<file path="config.mk">
export PLATFORM = sky130hd
export DESIGN_NAME = piecewise_linear_power_curve_flat
export DESIGN_NICKNAME = d
export VERILOG_FILES = /design/src/rtl/core/plpc_pkg.sv /design/src/rtl/core/plpc_if.sv /design/src/rtl/core/plpc_curve.sv /design/src/rtl/core/piecewise_linear_power_curve.sv /design/src/flat_wrapper.sv
export VERILOG_INCLUDE_DIRS = /design/src /design/src/rtl/core
export SDC_FILE = /design/constraint.sdc
export NUM_CORES = 1
export LEC_CHECK = 0
export BUFFER_PORTS_ARGS = -buffer_cell sky130_fd_sc_hd__buf_2
export CAP_MARGIN = 5
export CORE_MARGIN = 2
export CORE_UTILIZATION = 50
export DETAILED_ROUTE_END_ITERATION = 16
export GPL_ROUTABILITY_DRIVEN = 0
export PLACE_DENSITY = 0.69
export SLEW_MARGIN = 0
export SYNTH_ARGS = -nofsm -noshare
export SYNTH_HDL_FRONTEND = slang
export SYNTH_HIERARCHICAL = 1
export SYNTH_SLANG_ARGS = --single-unit
</file>
<file path="constraint.sdc">
create_clock -name clk -period 26 [get_ports clk]
set_input_delay 5.2 -clock clk [delete_from_list [all_inputs] [get_ports clk]]
set_output_delay 5.2 -clock clk [all_outputs]
set_load 0.01 [all_outputs]
</file>
<file path="src/rtl/core/piecewise_linear_power_curve_assert.svh">
// Assertion macros for the heater power curve RTL.
`ifndef PIECEWISE_LINEAR_POWER_CURVE_ASSERT_SVH
`define PIECEWISE_LINEAR_POWER_CURVE_ASSERT_SVH

// Same-cycle implication, disabled while in reset.
`define PLPC_ASSERT_NOW(label, clk, rst_n, ante, cons) \
	label: assert property (@(posedge clk) disable iff (!(rst_n)) (ante) |-> (cons)) \
		else $error("assertion failed");

// Next-cycle implication, disabled while in reset.
`define PLPC_ASSERT_NEXT(label, clk, rst_n, ante, cons) \
	label: assert property (@(posedge clk) disable iff (!(rst_n)) (ante) |=> (cons)) \
		else $error("assertion failed");

`endif

</file>
<file path="src/rtl/core/plpc_pkg.sv">
// Types, curve breakpoints and constants for the heater power curve.
`default_nettype none
package plpc_pkg;

	localparam int NumPts  = 11;
	localparam int NumSegs = NumPts - 1;
	localparam int SegW    = $clog2(NumSegs);

	typedef logic signed [15:0] temp_t;
	typedef logic [14:0]        power_t;
	typedef logic signed [11:0] delta_t;
	typedef logic [SegW-1:0]    seg_t;

	typedef struct packed {
		power_t power;
		logic   clamped;
	} plpc_result_t;

	localparam power_t CapReset = 15'd14080;

	// Breakpoint temperatures, signed Q8.8 degrees
	localparam temp_t TempPt [NumPts] = '{
		16'sd2560, 16'sd3584, 16'sd4608, 16'sd5120, 16'sd5632, 16'sd6144,
		16'sd6656, 16'sd7168, 16'sd7680, 16'sd8192, 16'sd8448
	};

	// Breakpoint powers, unsigned Q7.8 percent
	localparam power_t PwrPt [NumPts] = '{
		15'd16640, 15'd14848, 15'd13056, 15'd12032, 15'd11008, 15'd9984,
		15'd8960,  15'd8192,  15'd7424,  15'd6400,  15'd5632
	};

	// Power step across each segment
	localparam delta_t PwrDelta [NumSegs] = '{
		-12'sd1792, -12'sd1792, -12'sd1024, -12'sd1024, -12'sd1024,
		-12'sd1024, -12'sd768,  -12'sd768,  -12'sd1024, -12'sd768
	};

	// 8 plus log2 of the segment span in degrees
	localparam logic [3:0] SegShift [NumSegs] = '{
		4'd10, 4'd10, 4'd9, 4'd9, 4'd9, 4'd9, 4'd9, 4'd9, 4'd9, 4'd8
	};

endpackage
`default_nettype wire

</file>
<file path="src/rtl/core/plpc_if.sv">
// Valid/ready channels for temperature requests and power results.
`default_nettype none
interface plpc_temp_if;
	logic             valid;
	logic             ready;
	plpc_pkg::temp_t  room_temperature;

	modport source (output valid, output room_temperature, input ready);
	modport sink (input valid, input room_temperature, output ready);
endinterface

interface plpc_power_if;
	logic             valid;
	logic             ready;
	plpc_pkg::power_t power_percent;
	logic             was_clamped;

	modport source (output valid, output power_percent, output was_clamped, input ready);
	modport sink (input valid, input power_percent, input was_clamped, output ready);
endinterface
`default_nettype wire

</file>
<file path="src/rtl/core/plpc_curve.sv">
// Segment lookup, linear interpolation and clamping of one temperature.
`default_nettype none
module plpc_curve (
	input  wire plpc_pkg::temp_t        temperature,
	input  wire plpc_pkg::power_t       cap,
	output plpc_pkg::plpc_result_t      result
);

	plpc_pkg::seg_t      seg;
	logic                below;
	logic                above;
	logic signed [16:0]  diff_wide;
	logic [9:0]          offset;
	logic signed [22:0]  prod;
	logic signed [22:0]  shifted;
	logic signed [17:0]  interp;
	logic signed [17:0]  curve_val;
	logic signed [17:0]  cap_ext;

	always_comb begin
		seg = '0;
		// breakpoints ascend, so the last one passed names the segment
		for (int i = 1; i < plpc_pkg::NumSegs; i++) begin
			if (temperature >= plpc_pkg::TempPt[i]) begin
				seg = plpc_pkg::SegW'(i);
			end
		end
	end

	assign below     = temperature <= plpc_pkg::TempPt[0];
	assign above     = temperature >= plpc_pkg::TempPt[plpc_pkg::NumPts-1];
	assign diff_wide = 17'(temperature) - 17'(plpc_pkg::TempPt[seg]);
	// inside a segment the offset is below 4 degrees
	assign offset    = diff_wide[9:0];
	assign prod      = 23'($signed({1'b0, offset})) * 23'(plpc_pkg::PwrDelta[seg]);
	// arithmetic shift floors toward minus infinity
	assign shifted   = prod >>> plpc_pkg::SegShift[seg];
	assign interp    = 18'(shifted) + $signed({3'b000, plpc_pkg::PwrPt[seg]});
	assign cap_ext   = $signed({3'b000, cap});

	always_comb begin
		if (below) begin
			curve_val = $signed({3'b000, plpc_pkg::PwrPt[0]});
		end else if (above) begin
			curve_val = $signed({3'b000, plpc_pkg::PwrPt[plpc_pkg::NumPts-1]});
		end else begin
			curve_val = interp;
		end
	end

	always_comb begin
		if (curve_val > cap_ext) begin
			result.power   = cap;
			result.clamped = 1'b1;
		end else if (curve_val < 18'sd0) begin
			result.power   = '0;
			result.clamped = 1'b1;
		end else begin
			result.power   = curve_val[14:0];
			result.clamped = 1'b0;
		end
	end

endmodule
`default_nettype wire

</file>
<file path="src/rtl/core/piecewise_linear_power_curve.sv">
// An accepted request is loaded into the input register; its result is then loaded into
// the result register, from which the sink takes it.
// Throughput: one request per cycle while the sink does not stall; the whole curve is
// evaluated combinationally between the input register and the result register.
// A stalled result register holds while the input register still takes one more request.
// Reset clears both valid flags and sets the power cap to 55 percent.
`default_nettype none
module piecewise_linear_power_curve (
	input  wire                   clk,
	input  wire                   arst_n,
	plpc_temp_if.sink             temp_in,
	plpc_power_if.source          power_out,
	input  wire                   cfg_wr_en,
	input  wire plpc_pkg::power_t cfg_wr_data
);

	`include "piecewise_linear_power_curve_assert.svh"

	plpc_pkg::power_t       cap_q;
	logic                   valid_s1;
	plpc_pkg::temp_t        temp_s1;
	logic                   valid_s2;
	plpc_pkg::plpc_result_t result_s2;
	plpc_pkg::plpc_result_t result;
	logic                   adv_s2;

	assign adv_s2        = !valid_s2 || power_out.ready;
	assign temp_in.ready = !valid_s1 || adv_s2;

	always_ff @(posedge clk or negedge arst_n) begin
		if (!arst_n) begin
			cap_q <= plpc_pkg::CapReset;
		end else if (cfg_wr_en) begin
			cap_q <= cfg_wr_data;
		end
	end

	always_ff @(posedge clk or negedge arst_n) begin
		if (!arst_n) begin
			valid_s1 <= 1'b0;
			valid_s2 <= 1'b0;
		end else begin
			if (temp_in.ready) begin
				valid_s1 <= temp_in.valid;
			end
			if (adv_s2) begin
				valid_s2 <= valid_s1;
			end
		end
	end

	always_ff @(posedge clk) begin
		if (temp_in.valid && temp_in.ready) begin
			temp_s1 <= temp_in.room_temperature;
		end
		if (adv_s2) begin
			result_s2 <= result;
		end
	end

	plpc_curve u_curve (
		.temperature (temp_s1),
		.cap         (cap_q),
		.result      (result)
	);

	assign power_out.valid         = valid_s2;
	assign power_out.power_percent = result_s2.power;
	assign power_out.was_clamped   = result_s2.clamped;

	// hold a result that the sink has not taken
	`PLPC_ASSERT_NEXT(a_result_held, clk, arst_n, valid_s2 && !power_out.ready, valid_s2)
	// hold a request that cannot move on
	`PLPC_ASSERT_NEXT(a_s1_held, clk, arst_n, valid_s1 && !adv_s2,
		valid_s1 && $stable(temp_s1))
	// an unlimited value always lies on the curve's own range
	`PLPC_ASSERT_NOW(a_unclamped_range, clk, arst_n, valid_s2 && !result_s2.clamped,
		result_s2.power >= 15'd5632 && result_s2.power <= 15'd16640)

endmodule
`default_nettype wire

</file>
<file path="src/flat_wrapper.sv">
// flat-port wrapper written by rule: the top's interface ports become plain ports
module piecewise_linear_power_curve_flat 
  (clk, arst_n, cfg_wr_en, cfg_wr_data, temp_in_valid, temp_in_room_temperature, temp_in_ready, power_out_valid, power_out_power_percent, power_out_was_clamped, power_out_ready);
  plpc_temp_if temp_in_i ();
  plpc_power_if power_out_i ();
  input  wire clk;
  input  wire arst_n;
  input  wire cfg_wr_en;
  input  wire plpc_pkg::power_t cfg_wr_data;
  input wire logic [$bits(temp_in_i.valid)-1:0] temp_in_valid;
  input wire logic [$bits(temp_in_i.room_temperature)-1:0] temp_in_room_temperature;
  output wire logic [$bits(temp_in_i.ready)-1:0] temp_in_ready;
  output wire logic [$bits(power_out_i.valid)-1:0] power_out_valid;
  output wire logic [$bits(power_out_i.power_percent)-1:0] power_out_power_percent;
  output wire logic [$bits(power_out_i.was_clamped)-1:0] power_out_was_clamped;
  input wire logic [$bits(power_out_i.ready)-1:0] power_out_ready;
  assign temp_in_i.valid = temp_in_valid;
  assign temp_in_i.room_temperature = temp_in_room_temperature;
  assign temp_in_ready = temp_in_i.ready;
  assign power_out_valid = power_out_i.valid;
  assign power_out_power_percent = power_out_i.power_percent;
  assign power_out_was_clamped = power_out_i.was_clamped;
  assign power_out_i.ready = power_out_ready;
  piecewise_linear_power_curve u_core (.clk(clk), .arst_n(arst_n), .temp_in(temp_in_i), .power_out(power_out_i), .cfg_wr_en(cfg_wr_en), .cfg_wr_data(cfg_wr_data));
endmodule
</file>
# Yosys cells after proc, flatten, opt, wreduce, memory -nomap -nowiden
# Memories as Yosys holds them, arrays and structs flattened.
# Index checks and enable logic that the tools add are counted.
# word_totals
regBits,49
romBits,752
in_bits,36
out_inout_bits,18
elab_cells,55
mem_count,4
# op_classes
add_sub_neg,2
mul,1
magnitude_cmp,14
n_shift,1
n_mux,21
bitwise,1
n_reduce_logical,5
# mem_list
name,depth,word_bits,rd,rd_ports_with_merged_regs,write_ports,line,rtl
(name not given),16,16,1,0,0,plpc_curve.sv:32,assign diff_wide = 17'(temperature) - 17'(plpc_pkg::TempPt[seg]);
(name not given),16,15,1,0,0,plpc_curve.sv:38,"assign interp = 18'(shifted) + $signed({3'b000, plpc_pkg::PwrPt[seg]});"
(name not given),16,12,1,0,0,plpc_curve.sv:35,"assign prod = 23'($signed({1'b0, offset})) * 23'(plpc_pkg::PwrDelta[seg]);"
(name not given),16,4,1,0,0,plpc_curve.sv:37,assign shifted = prod >>> plpc_pkg::SegShift[seg];
# ops
cell,count
$ge 16x14->1 const B,7
$mux 4,10
$mux 18,2
$ge 16x15->1 const B,2
$mux 16,2
$mux 15,2
$mux 12,2
$mul 11x12->23,1
$sshr 23x4->18,1
$mux 10,2
$add 18x16->18,1
$gt 18x16->1,1
$lt 18x1->1 const B,1
$ge 16x13->1 const B,1
$le 16x13->1 const B,1
$sub 10x10->10,1
$ge 5x5->1 const B,1
$not 4->5,1
$logic_not 1->1,2
$logic_or 1x1->1,2
$logic_and 1x1->1,1
$mux 1,1

# Longest topological paths before layout
# Gate-level depths: netlist (run 1).
# logic_depth
ltp_word,23
mapped_depth,43
depth_no_buf,40

# Hierarchy
# Netlist (run 1), hierarchy kept.
# by_module_without_submodules
module,instances,cells_each,area_each_um2,seq_area_each_um2
plpc_curve,1,469,3657.3,0.0
piecewise_linear_power_curve,1,71,1662.8,1392.6

# Least setup slack after synthesis (run 1)
# OpenSTA, ideal clock, no wires.
# synth_path
path_type,input to output
from,input port power_out_ready
to,output port temp_in_ready
arrival_time_ps,5409
required_ps,20800
slack_ps,15391
stages,1
path_buffers,0
path_cell_list,nand3b_1
# synth_between
elab_chain_cells,2
# synth_rtl
item,line,rtl
start: declaration,flat_wrapper.sv:16,input wire logic [$bits(power_out_i.ready)-1:0] power_out_ready;
$logic_or 1x1->1,piecewise_linear_power_curve.sv:27,assign adv_s2 = !valid_s2 || power_out.ready;
$logic_or 1x1->1,piecewise_linear_power_curve.sv:28,assign temp_in.ready = !valid_s1 || adv_s2;
end: declaration,flat_wrapper.sv:12,output wire logic [$bits(temp_in_i.ready)-1:0] temp_in_ready;
# No other way between the ends.

# Final worst setup path (run 1)
# Same ends and word-level chain as after synthesis.

==> results of run 1 <==
-- layout by cell type (no fill, tap or decap), types with 2 or more instances in the layout --
master and count:
sky130_fd_sc_hd__inv_1 97, sky130_fd_sc_hd__ha_1 67, sky130_fd_sc_hd__buf_2 53, sky130_fd_sc_hd__nor2_1 50
sky130_fd_sc_hd__fa_1 41, sky130_fd_sc_hd__edfxtp_1 32, sky130_fd_sc_hd__nand2_1 29, sky130_fd_sc_hd__a21oi_1 26
sky130_fd_sc_hd__o21ai_0 16, sky130_fd_sc_hd__a22o_1 14, sky130_fd_sc_hd__a21o_1 13, sky130_fd_sc_hd__dfrtp_1 12
sky130_fd_sc_hd__mux2_4 10, sky130_fd_sc_hd__xnor2_1 10, sky130_fd_sc_hd__nand2b_1 8, sky130_fd_sc_hd__xor2_1 8
sky130_fd_sc_hd__nor3_1 7, sky130_fd_sc_hd__clkbuf_8 5, sky130_fd_sc_hd__mux2_2 5, sky130_fd_sc_hd__dfstp_2 5
sky130_fd_sc_hd__o21a_1 5, sky130_fd_sc_hd__nor2b_1 5, sky130_fd_sc_hd__a311oi_1 5, sky130_fd_sc_hd__nor4_1 4
sky130_fd_sc_hd__a211oi_1 4, sky130_fd_sc_hd__o21bai_1 4, sky130_fd_sc_hd__and2_1 3, sky130_fd_sc_hd__nand3_1 3
sky130_fd_sc_hd__o21ai_1 3, sky130_fd_sc_hd__a31oi_1 3, sky130_fd_sc_hd__xnor2_2 3, sky130_fd_sc_hd__nand4_1 2
sky130_fd_sc_hd__a21boi_0 2, sky130_fd_sc_hd__and4_1 2
-- cell type report --
cell class / count / area [um^2]
clock buffers: 5 / 68.8
clock inverters: 3 / 25.0
fillers: 934 / 4560
inverters: 98 / 368
multi-input cells: 379 / 3480
flip-flops and latches: 49 / 1390
well taps: 136 / 170
repair buffers: 53 / 265
-- synthesized netlist by cell type, types with 2 or more instances --
cell type                  number  area, um^2
sky130_fd_sc_hd__and4_1         2        17.5
sky130_fd_sc_hd__a22o_1        14         123
sky130_fd_sc_hd__nor4_1         4        25.0
sky130_fd_sc_hd__a311oi_1       5        43.8
sky130_fd_sc_hd__inv_1         97         364
sky130_fd_sc_hd__a21boi_0       2        15.0
sky130_fd_sc_hd__xnor2_1       10        87.6
sky130_fd_sc_hd__o21ai_0       16        80.1
sky130_fd_sc_hd__nand2b_1       8        50.1
sky130_fd_sc_hd__nor2b_1        5        31.3
sky130_fd_sc_hd__ha_1          67         838
sky130_fd_sc_hd__dfrtp_1       12         300
sky130_fd_sc_hd__a21o_1        13        97.6
sky130_fd_sc_hd__mux2_4        10         150
sky130_fd_sc_hd__nor2_1        50         188
sky130_fd_sc_hd__nor3_1         7        35.0
sky130_fd_sc_hd__a31oi_1        3        18.8
sky130_fd_sc_hd__dfstp_2        5         131
sky130_fd_sc_hd__nand4_1        2        12.5
sky130_fd_sc_hd__a211oi_1       4        30.0
sky130_fd_sc_hd__xor2_1         8        70.1
sky130_fd_sc_hd__o21a_1         5        37.5
sky130_fd_sc_hd__fa_1          41         821
sky130_fd_sc_hd__nand2_1       29         109
sky130_fd_sc_hd__o21bai_1       4        30.0
sky130_fd_sc_hd__and2_1         3        18.8
sky130_fd_sc_hd__edfxtp_1      32         961
sky130_fd_sc_hd__xnor2_2        3        48.8
sky130_fd_sc_hd__mux2_2         5        56.3
sky130_fd_sc_hd__nand3_1        3        15.0
sky130_fd_sc_hd__o21ai_1        3        15.0
sky130_fd_sc_hd__clkbuf_1      10        37.5
sky130_fd_sc_hd__a21oi_1       26         130
-- stage by stage --
| stage | std cells | instance area (um^2) | hold slack [ns] | worst slack, ns | util |
|---|---|---|---|---|---|
| floorplan | 540 | 5320 | 0.435 | 15.39 | - |
| global placement | 715 | 5670 | 0.448 | 15.19 | 0.550 |
| detailed placement | 715 | 5670 | 0.466 | 15.16 | 0.550 |
| CTS | 723 | 5770 | 0.487 | 15.16 | 0.559 |
| global route | 723 | 5770 | 0.497 | 15.12 | 0.559 |
| finish | 723 | 5770 | 0.480 | 15.16 | 0.559 |
-- routing by layer --
layer  vias to the layer above  part of all wire
met5                         -                 0
met4                         0            0.0070
met3                         8             0.040
met2                        89              0.49
met1                      1855              0.46
li1                       1908                 -
-- kinds of logic after synthesis --
group	synth area share
AOI/OAI and AO/OA	0.141
xor gates and xnor gates	0.0484
adders and majority gates	0.312
buffers and inverters	0.0844
DFF	0.262
muxes	0.0388
other	0.000705
and+or+nand+nor	0.113
-- worst reg2reg max path: cells and delay by family (launching register included) --
| family | cells | cell delay [ns] |
|---|---|---|
| compound gates | 13 | 3.10 |
| xor+xnor | 2 | 0.47 |
| fa+ha+maj | 9 | 3.48 |
| buf+inv | 6 | 0.35 |
| flops | 1 | 0.57 |
| simple gates | 9 | 1.66 |
-- sequential cells by signal, indices dropped and copies added, names as in the netlist --
signal and count:
u_core/power_out.power_percent 15, u_core/valid_s1 1, u_core/cap_q 15, u_core/temp_s1 16, u_core/power_out.valid 1, u_core/power_out.was_clamped 1
-- final timing paths --
kind	to	from	cells past startpoint
min in group asynchronous	u_core/cap_q[7]	arst_n	1
max reg2reg	u_core/power_out.power_percent[10]	u_core/temp_s1[9]	39
max in group asynchronous	u_core/cap_q[12]	arst_n	1
min reg2reg	u_core/power_out.valid	u_core/valid_s1	1
max	temp_in_ready	power_out_ready	3
min	u_core/power_out.valid	u_core/valid_s1	1
==> results.json, run 1 <==
{
  "crit_path_frequent_cell": "sky130_fd_sc_hd__buf_2",
  "met3_global_route_usage": 0.0249,
  "numCtsBuffers": 5,
  "critical_path_peak_fanout": 3,
  "path_delay_family": "buffers and inverters",
  "ys_seq_elements": 49,
  "port_buffers": 53,
  "coreArea_um2": 10300,
  "global_route.overflow_total": 0,
  "setup_tns_ns": 0,
  "synth.avg_cell_area_um2": 9.85,
  "postSynth.asyncResetShare": 0.347,
  "final_net_count": 730,
  "first_pass_iters": 5,
  "cts_repair_resize_count": 0,
  "groute.layer.met2.usage": 0.334,
  "floorplan.initialDensity": 0.515,
  "hpwl_mm": 8.38,
  "tightest_pin_transition_ns": 0.808,
  "wire_length_of_the_first_global_routing_pass_mm": 17.5,
  "total_number_of_yosys_warnings": 6,
  "drc_violations_left": 0,
  "grt_start_max_net_pins": 19,
  "timing.max_cap.violations": 0,
  "timing.final.crit_period_ns": 10.84,
  "yosysSeqAreaShare": 0.262,
  "ff2ff_setup_slack_ns": 16.25,
  "detail-route-antenna-nets": 0,
  "io-pin-count": 54,
  "final.setup_skew_ns": 0.0126,
  "cp.arrival_ns": 5.64,
  "min-delay-path-class": "flop to flop",
  "syn_area_um2": 5320,
  "crit_buf_inv": 2,
  "first_drt_iteration_drcs": 137,
  "final_report_setup_violation_count": 0,
  "relSlewSlack": 0.459,
  "layout-drive-gt1-share": 0.167,
  "end_kind": "output pin",
  "floorplan.rows": 37,
  "post_drt_via_cell_ratio": 5.34,
  "report.final.hold_viol_count": 0,
  "number_of_levels_the_h_tree_was_split_into": 2,
  "grt_use_met1": 0.250,
  "cts_hold_repair.buffers": 0,
  "grt_most_used_layer": "met2",
  "tritoncts_num_sinks": 49,
  "cts_post_setup_buffers_inserted": 0,
  "floorplan.die_area_um2": 11500,
  "worst_path_max_delay_cell": "sky130_fd_sc_hd__nand3b_1",
  "netlist_instances": 540,
  "synth_edf_count": 32,
  "grt_setup_unrepaired": "no",
  "die_width_um": 107,
  "routed_wl_mm": 10.2,
  "clock_latency_ns": 0.31,
  "timing.critical_path.from_type": "primary input",
  "path_cells": "buf_2, nand3b_1, buf_2",
  "worst-setup-path-type": "primary input to output pin",
  "tritoncts": "built",
  "timing.final.crit_share": 0.417,
  "syn_nets": 684,
  "root_buffer": "sky130_fd_sc_hd__clkbuf_8",
  "outcome": "complete, no violations",
  "cp_data_required_time_ns": 20.80,
  "post_cts_clock_slew_at_the_launch_and_capture_registers_of_the_worst_setup_and_hold_paths_ns": 0.09,
  "report.final.slew_viol_count": 0,
  "max_clock_freq_mhz": 92.3,
  "area_growth_syn_to_layout_pct": 8.42,
  "chipHeight_um": 107,
  "ctsLongestPathBuffers": 2,
  "vias_in_the_first_global_route": 3904,
  "route.vias.total": 3860,
  "max_stage_delay_ns": 0.18,
  "global_route.usage.total": 0.189,
  "grt_antenna_before_repair": 0,
  "dominantRegCellSynth": "sky130_fd_sc_hd__edfxtp_1",
  "antennaDiodeCount": 0,
  "synthDistinctLibCells": 65,
  "wl_per_cell_um": 14.1
}
Power of run 1 is not shown: default switching activity piles up to over one toggle a cycle in this logic, so the estimate is an artifact.
==> run 2, diff against run 1 <==
clock period = 10.2 ns   (was 26 ns; I/O delays follow)
==> results.json, run 2 (synthesis results as in run 1) <==
{
  "total_area_of_multi_input_combinational_cells_um2": 3490,
  "tritoncts": "built",
  "grt_setup_unrepaired": "no",
  "reg_to_reg_startpoint": "u_core/temp_s1[9]",
  "io-pin-count": 54,
  "max_stage_delay_ns": 0.56,
  "critical_path_peak_fanout": 18,
  "final_cell_area_um2": 5780,
  "chipHeight_um": 107,
  "min-delay-path-class": "flop to flop",
  "postPlaceCellArea_um2": 5670,
  "drc_violations_left": 0,
  "worst-setup-path-type": "flop to flop",
  "layout_common_cells": "sky130_fd_sc_hd__inv_1, sky130_fd_sc_hd__ha_1, sky130_fd_sc_hd__buf_2",
  "crit_buf_inv": 6,
  "final_report_setup_violation_count": 0,
  "max_clock_freq_mhz": 106,
  "timing.max_cap.violations": 0,
  "routed_wl_mm": 10.5,
  "tritoncts_num_sinks": 49,
  "relSlewSlack": 0.417,
  "global_route.overflow_total": 0,
  "post_drt_via_cell_ratio": 5.35,
  "post_cts_clock_slew_at_the_launch_and_capture_registers_of_the_worst_setup_and_hold_paths_ns": 0.09,
  "antennaDiodeCount": 0,
  "hold_start": "u_core/valid_s1",
  "route.vias.total": 3865,
  "grt_start_max_net_pins": 19,
  "largest_register_ffs": 16,
  "wire_length_of_the_first_global_routing_pass_mm": 17.9,
  "hpwl_mm": 8.78,
  "clock_latency_ns": 0.32,
  "area_growth_syn_to_layout_pct": 8.56,
  "cp_data_required_time_ns": 10.37,
  "root_buffer": "sky130_fd_sc_hd__clkbuf_8",
  "layout-drive-gt1-share": 0.167,
  "timing.final.crit_period_ns": 9.41,
  "floorplan.initialDensity": 0.515,
  "numCtsBuffers": 5,
  "timing.critical_path.from_type": "flop",
  "floorplan.die_area_um2": 11500,
  "port_buffers": 53,
  "outcome": "complete, no violations",
  "setup_tns_ns": 0,
  "tightest_pin_transition_ns": 0.875,
  "number_of_levels_the_h_tree_was_split_into": 2,
  "num-fill-cells": 914,
  "die_width_um": 107,
  "final.setup_skew_ns": 0.0125,
  "max_flop_register": "u_core/temp_s1",
  "cts_post_setup_buffers_inserted": 0,
  "grt_antenna_before_repair": 0,
  "crit_cells": 39,
  "hold_path_depth": 1,
  "mostFrequentLayoutCell": "sky130_fd_sc_hd__inv_1",
  "vias_in_the_first_global_route": 3957,
  "crit_path_frequent_cell": "sky130_fd_sc_hd__inv_1",
  "worst_path_max_delay_cell": "sky130_fd_sc_hd__edfxtp_1",
  "detail-route-antenna-nets": 0,
  "end_kind": "flop",
  "coreArea_um2": 10300,
  "report.final.slew_viol_count": 0,
  "ctsLongestPathBuffers": 2,
  "regArea_um2": 1390,
  "reg2reg_depth": 39,
  "first_drt_iteration_drcs": 151,
  "cp.arrival_ns": 9.58,
  "floorplan.rows": 37,
  "path_delay_family": "adder cells",
  "global_route.usage.total": 0.197,
  "final_net_count": 730,
  "wl_per_cell_um": 14.5,
  "timing.final.crit_share": 0.922,
  "first_pass_iters": 4,
  "report.final.hold_viol_count": 0,
  "cp-startpoint": "u_core/temp_s1[9]"
}
[run 2: cell counts in the layout (fill, tap and decap cells not counted)]
No cell type changed its count.
[run 2: worst register-to-register path: cells and delay by family (launching register included)]
kind	cells	cell delay [ns]
DFF	1	0.56
xor gates and xnor gates	2	0.40
adders and majority gates	9	3.52
AOI/OAI and AO/OA	14	2.96
buffers and inverters	6	0.37
and+or+nand+nor	8	1.46
[run 2: layer usage]
layer	track usage	wire [um]	vias up
met5	0	0	-
met4	0.0510	149	0
met3	0.0292	328	13
met2	0.352	5340	68
met1	0.248	4650	1878
li1	-	-	1906
[run 2: cell type report]
class                           count  area share
Multi-Input combinational cell    379       0.604
Sequential cell                    49       0.241
Inverter                           98      0.0637
Timing Repair Buffer               53      0.0459
Tap cell                          136      0.0295
Clock buffer                        5      0.0119
Clock inverter                      3     0.00433
[run 2: per-stage QoR]
step | setup slack, ns | hold WS (ns) | utilization | instances
after CTS | 0.626 | 0.483 | 0.559 | 723
final | 0.791 | 0.474 | 0.559 | 723
after floorplan | 1.61 | 0.435 | - | 540
after global placement | 0.803 | 0.443 | 0.550 | 715
after detailed placement | 0.668 | 0.457 | 0.550 | 715
after global routing | 0.0645 | 0.496 | 0.559 | 723
[run 2: final timing paths]
| path | end | slack, ns |
|---|---|---|
| setup / recovery | u_core/power_out.power_percent[11] | 0.79 |
| hold / removal | u_core/power_out.valid | 0.47 |
| setup reg to reg | u_core/power_out.power_percent[11] | 0.79 |
| hold reg to reg | u_core/power_out.valid | 0.47 |
| max in group asynchronous | u_core/cap_q[12] | 8.23 |
| min in group asynchronous | u_core/cap_q[11] | 1.64 |
[run 2: what timing repair did]
item,in CTS,in global routing
gates resized for setup,0,1
endpoints found under the setup margin,0,15
hold buffers,0,0
Power of run 2 is left out for the same reason.
